File: src/sv/rldm_pkg.sv
// Shared types, register indexes and helpers for the radial lens distortion map.
`timescale 1ns / 1ps

package rldm_pkg;

  localparam int CfgIdxW  = 3;
  localparam int CfgDataW = 21;

  typedef enum logic [CfgIdxW-1:0] {
    CFG_COEF_0       = 3'd0,
    CFG_COEF_1       = 3'd1,
    CFG_COEF_2       = 3'd2,
    CFG_COEF_3       = 3'd3,
    CFG_LENS_SHIFT   = 3'd4,
    CFG_ASPECT_RATIO = 3'd5,
    CFG_ASPECT_RECIP = 3'd6
  } cfg_idx_e;

  typedef struct packed {
    logic signed [20:0] coef_0;
    logic signed [20:0] coef_1;
    logic signed [20:0] coef_2;
    logic signed [20:0] coef_3;
    logic signed [17:0] lens_shift;
    logic        [19:0] aspect_ratio;
    logic        [19:0] aspect_recip;
  } cfg_t;

  typedef struct packed {
    logic               eye;
    logic signed [18:0] x;
    logic signed [21:0] y;
    logic        [25:0] r2;
  } pt_t;

  function automatic logic signed [18:0] lens_off(input cfg_t cfg, input logic eye);
    logic signed [18:0] sh;
    sh = 19'($signed(cfg.lens_shift));
    return eye ? sh : -sh;
  endfunction

endpackage

File: src/sv/rldm_front.sv
// Front stages: pixel centre, aspect scaling, lens offset and squared radius.
`timescale 1ns / 1ps

module rldm_front
  import rldm_pkg::*;
#(
  parameter int GRID_BITS = 9
) (
  input  logic                 clk_i,
  input  logic                 rst_ni,
  input  logic                 en_i,
  input  cfg_t                 cfg_i,
  input  logic                 valid_i,
  input  logic                 eye_i,
  input  logic [GRID_BITS-1:0] pixel_x_i,
  input  logic [GRID_BITS-1:0] pixel_y_i,
  output logic                 valid_o,
  output pt_t                  pt_o
);

  localparam int Scale = 16 - GRID_BITS;
  localparam logic signed [17:0] Size = 18'(1 << GRID_BITS);

  logic signed [17:0] tx_odd, ty_odd, tx, ty;
  logic signed [18:0] x1_d;
  logic signed [38:0] ymul1_d;

  logic               v1_q, v2_q, v3_q;
  logic               eye1_q, eye2_q;
  logic signed [18:0] x1_q, x2_q;
  logic signed [38:0] ymul1_q;
  logic signed [21:0] y2_d, y2_q;
  logic signed [38:0] yr_sum;
  logic signed [37:0] xx2_d, xx2_q;
  logic signed [43:0] yy2_d, yy2_q;
  logic signed [44:0] r2_sum;
  pt_t                pt3_d, pt3_q;

  always_comb begin
    tx_odd  = $signed({{(17-GRID_BITS){1'b0}}, pixel_x_i, 1'b1}) - Size;
    ty_odd  = $signed({{(17-GRID_BITS){1'b0}}, pixel_y_i, 1'b1}) - Size;
    tx      = tx_odd <<< Scale;
    ty      = ty_odd <<< Scale;
    x1_d    = tx + lens_off(cfg_i, eye_i);
    ymul1_d = ty * $signed({1'b0, cfg_i.aspect_recip});
  end

  always_comb begin
    yr_sum = ymul1_q + 39'sd32768;
    y2_d   = yr_sum[37:16];
    xx2_d  = x1_q * x1_q;
    yy2_d  = y2_d * y2_d;
  end

  always_comb begin
    r2_sum    = yy2_q + xx2_q + 45'sd32768;
    pt3_d.eye = eye2_q;
    pt3_d.x   = x2_q;
    pt3_d.y   = y2_q;
    pt3_d.r2  = r2_sum[41:16];
  end

  always_ff @(posedge clk_i or negedge rst_ni) begin
    if (!rst_ni) begin
      v1_q <= 1'b0;
      v2_q <= 1'b0;
      v3_q <= 1'b0;
    end else if (en_i) begin
      v1_q <= valid_i;
      v2_q <= v1_q;
      v3_q <= v2_q;
    end
  end

  always_ff @(posedge clk_i) begin
    if (en_i) begin
      eye1_q  <= eye_i;
      x1_q    <= x1_d;
      ymul1_q <= ymul1_d;
      eye2_q  <= eye1_q;
      x2_q    <= x1_q;
      y2_q    <= y2_d;
      xx2_q   <= xx2_d;
      yy2_q   <= yy2_d;
      pt3_q   <= pt3_d;
    end
  end

  assign valid_o = v3_q;
  assign pt_o    = pt3_q;

endmodule

File: config.mk
export PLATFORM = sky130hd
export DESIGN_NAME = rldm_front
export DESIGN_NICKNAME = d
export VERILOG_FILES = /design/src/sv/rldm_pkg.sv /design/src/sv/rldm_front.sv
export SDC_FILE = /design/constraint.sdc
export NUM_CORES = 2
export LEC_CHECK = 0
export ABC_AREA = 1
export ABC_CLOCK_PERIOD_IN_PS = 18520
export BUFFER_PORTS_ARGS = -buffer_cell sky130_fd_sc_hd__buf_2
export CELL_PAD_IN_SITES_DETAIL_PLACEMENT = 1
export CELL_PAD_IN_SITES_GLOBAL_PLACEMENT = 1
export CORE_ASPECT_RATIO = 0.7
export CORE_MARGIN = 3
export CORE_UTILIZATION = 54
export CTS_CLUSTER_SIZE = 10
export DETAILED_ROUTE_END_ITERATION = 6
export PLACE_DENSITY_LB_ADDON = 0.1
export SLEW_MARGIN = 40
export SYNTH_ARGS = -nofsm -noshare
export SYNTH_HDL_FRONTEND = slang
export SYNTH_SLANG_ARGS = --single-unit
File: constraint.sdc
create_clock -name clk_i -period 18.52 [get_ports clk_i]
set_input_delay 3.704 -clock clk_i [delete_from_list [all_inputs] [get_ports clk_i]]
set_output_delay 3.704 -clock clk_i [all_outputs]
set_load 0.01 [all_outputs]
==> results_dict.tcl <==
set metrics [dict create \
    clkTransAtPathRegs_ps 60 \
    hold_violations 0 \
    cts_tree "yes" \
    layout_worst_path_cycle_share_pct 51.9 \
    synth_fa_ha_area_share_pct 51.2 \
    io_buffers 129 \
    r2r_start "ymul1_q[26]$_DFFE_PP_" \
    nets 6975 \
    status "finished, final reports clean" \
    ys_seq_area_share_pct 14.7 \
    cts_resized 0 \
    synth.most_common_cell "inv_1" \
    ant_nets 0 \
    grt_start_max_net_pins 101 \
    netlist_instances 5354 \
    start_util_pct 54.6 \
    setup_viol 0 \
    cts-root-buf "clkbuf_16" \
    grt-ovfl-total 0 \
    drv_cap 0 \
    vias_per_cell 5.40 \
    syn_nets 6885 \
    wire_per_inst_um 20.5 \
    cts_sinks 232 \
    synth_compound_area_share_pct 4.72 \
    yosys.area_share.simple_pct 13.7 \
    layout-drive-gt1-share_pct 4.67 \
    grt_usage_pct 30.9 \
    synth.area.top_cells "fa_1 (40%), edfxtp_1 (15%), inv_1 (12%)" \
    cts.htree.levels 1 \
    worst_slew_pin_slew_ps 890 \
    synthFlopType "edfxtp_1" \
    drt-initial-drc-count 2327 \
    ys_seq_elements 232 \
    start_kind "flip-flop" \
    synth_mux_area_share_pct 0.0239 \
    coreArea_um2 86400 \
    post_cts_buffers 0 \
    die_area_um2 91000 \
    grt_pass1_wl_um 220000 \
    worst_ep_required_time_ps 18890 \
    path_class "reg2reg" \
    cts-buffers-inserted 31 \
    final_util_pct 58.1 \
    critPathCapture "yy2_q[37]$_DFFE_PP_" \
    num_vias 35700 \
    yosys.cell_types.count 48 \
    clk_latency_ps 640 \
    ios 234 \
    routed_wirelength_um 136000 \
    reg2reg_slack_ps 8900 \
    cp-end-kind "flip-flop" \
    yosysWarnings 0 \
    avgSynthCellArea_um2 8.82 \
    final_cells 6611 \
    die_y_um 253 \
    grt_pass1_vias 40300 \
    post-place-ws_ps 8950 \
    critical_path.startpoint "ymul1_q[26]$_DFFE_PP_" \
    synth_xor_area_share_pct 2.83 \
    antenna_found_initial 7 \
    r2r_cells 27 \
    synth_edf_count 229 \
    synth_top_family_by_area "adder cells" \
    post-route-drc-count 0 \
    period_needed_ps 9620 \
    max-slew-margin-rel_pct 40.5 \
    hold_class "reg2reg" \
    area_growth_pct 6.29 \
    place_hpwl_um 116000 \
    setup_ws_ps 8900 \
    syn_area_um2 47200 \
    clock_path_buffers 3 \
    arrival_ps 9990 \
    synth-async-reset-ratio_pct 1.29 \
    dieWidth_um 359 \
    cts-hold-fix-buffers 0 \
    dp_cells 6558 \
    setup_tns_ps 0 \
    cp_max_fo 26 \
    first_pass_iters 5 \
    synth_top_area_share_pct 40.0 \
    yosys.area.top_type "fa_1" \
    max_freq_mhz 104 \
    row_count 90 \
    slew_violations 0 \
    globalplace.congestion 0.944 \
    rsz0062_at_grt "no" \
    r2r_end "yy2_q[37]$_DFFE_PP_" \
    synth_common_cells "inv_1 (1478), nand2_1 (1007), fa_1 (942)" \
    fin_skew_ps 22.2 \
]
how the worst min path moves through the flow:
stage	from	endpoint	cells after the start
2_1_floorplan	eye1_q$_DFFE_PP_	eye2_q$_DFFE_PP_	0
3_3_place_gp	x2_q[14]$_DFFE_PP_	pt_o[62]$_DFFE_PP_	0
3_5_place_dp	x2_q[0]$_DFFE_PP_	pt_o[48]$_DFFE_PP_	0
4_1_cts	x2_q[6]$_DFFE_PP_	pt_o[54]$_DFFE_PP_	0
5_1_grt	x2_q[17]$_DFFE_PP_	pt_o[65]$_DFFE_PP_	0
6_report	x2_q[17]$_DFFE_PP_	pt_o[65]$_DFFE_PP_	0
sequential cells by signal, summed over array words and instances, names as in the netlist:
signal	count
v1_q	1
pt_o	68
eye2_q	1
y2_q	22
ymul1_q	23
x2_q	19
valid_o	1
v2_q	1
yy2_q	40
eye1_q	1
x1_q	19
xx2_q	36
through the flow:
| step | instance area, µm² | hold WS, ps |
|---|---|---|
| finish | 50200 | 420 |
| global route | 50200 | 424 |
| CTS | 50100 | 420 |
| detailed placement | 49200 | 406 |
| global placement | 49100 | 400 |
| floorplan | 47200 | 400 |
routing by layer:
metal / global-route usage (%) / up-vias / routed length, µm
li1: - / 16100 / -
met4: 4.67 / 2 / 2010
met1: 45.5 / 18500 / 61900
met2: 49.5 / 1016 / 61800
met3: 5.36 / 145 / 10100
met5: 0 / - / 11
worst max-delay path, cell delays in order (launching register included):
cell	delay (ps)
edfxtp_1	400
inv_1	90
nor3_1	490
nand2_1	100
nor2_1	350
nand3_1	130
nand2_1	90
buf_4	350
clkinv_1	660
nand2_1	370
fa_1	570
fa_1	920
inv_1	210
fa_1	440
fa_1	510
fa_1	510
fa_1	500
inv_1	50
fa_1	510
inv_1	60
ha_1	410
nand2_1	140
nor2_1	210
inv_1	100
nor4_1	630
o21ai_0	230
nand3_1	210
xor2_1	90
layout by cell type, fill, tap and decap left out, drive strengths merged, types with 30 or more instances in the layout:
master  instances
a21o           30
a21oi         171
buf           176
clkbuf         33
edfxtp        229
fa            942
ha            424
inv          1483
nand2        1009
nand3         110
nor2          371
nor3           45
o21ai         111
xnor2          47
xor2          104
logic make-up (layout without fill, tap and decap cells):
kind of cell             after synthesis  count (layout)
AO/OA/AOI/OAI                        392             392
XOR/XNOR                             151             151
adder cells (fa/ha/maj)             1366            1366
buffers and inverters               1604            1708
flip-flops                           232             232
multiplexers                           1               1
other                                  0               3
AND/OR/NAND/NOR                     1608            1608
final cells by class:
type | instances | area (µm²)
Multi-Input combinational cell | 3518 | 34200
Sequential cell | 232 | 6950
Tap cell | 1150 | 1440
Clock buffer | 33 | 783
Clock inverter | 14 | 140
Timing Repair Buffer | 176 | 1060
Inverter | 1485 | 5570
Fill cell | 10200 | 36200
Antenna cell | 3 | 7.51
Power is left out: the tool's default activity adds up to more than one toggle a clock period on the data nets, which glitch-free logic cannot reach.
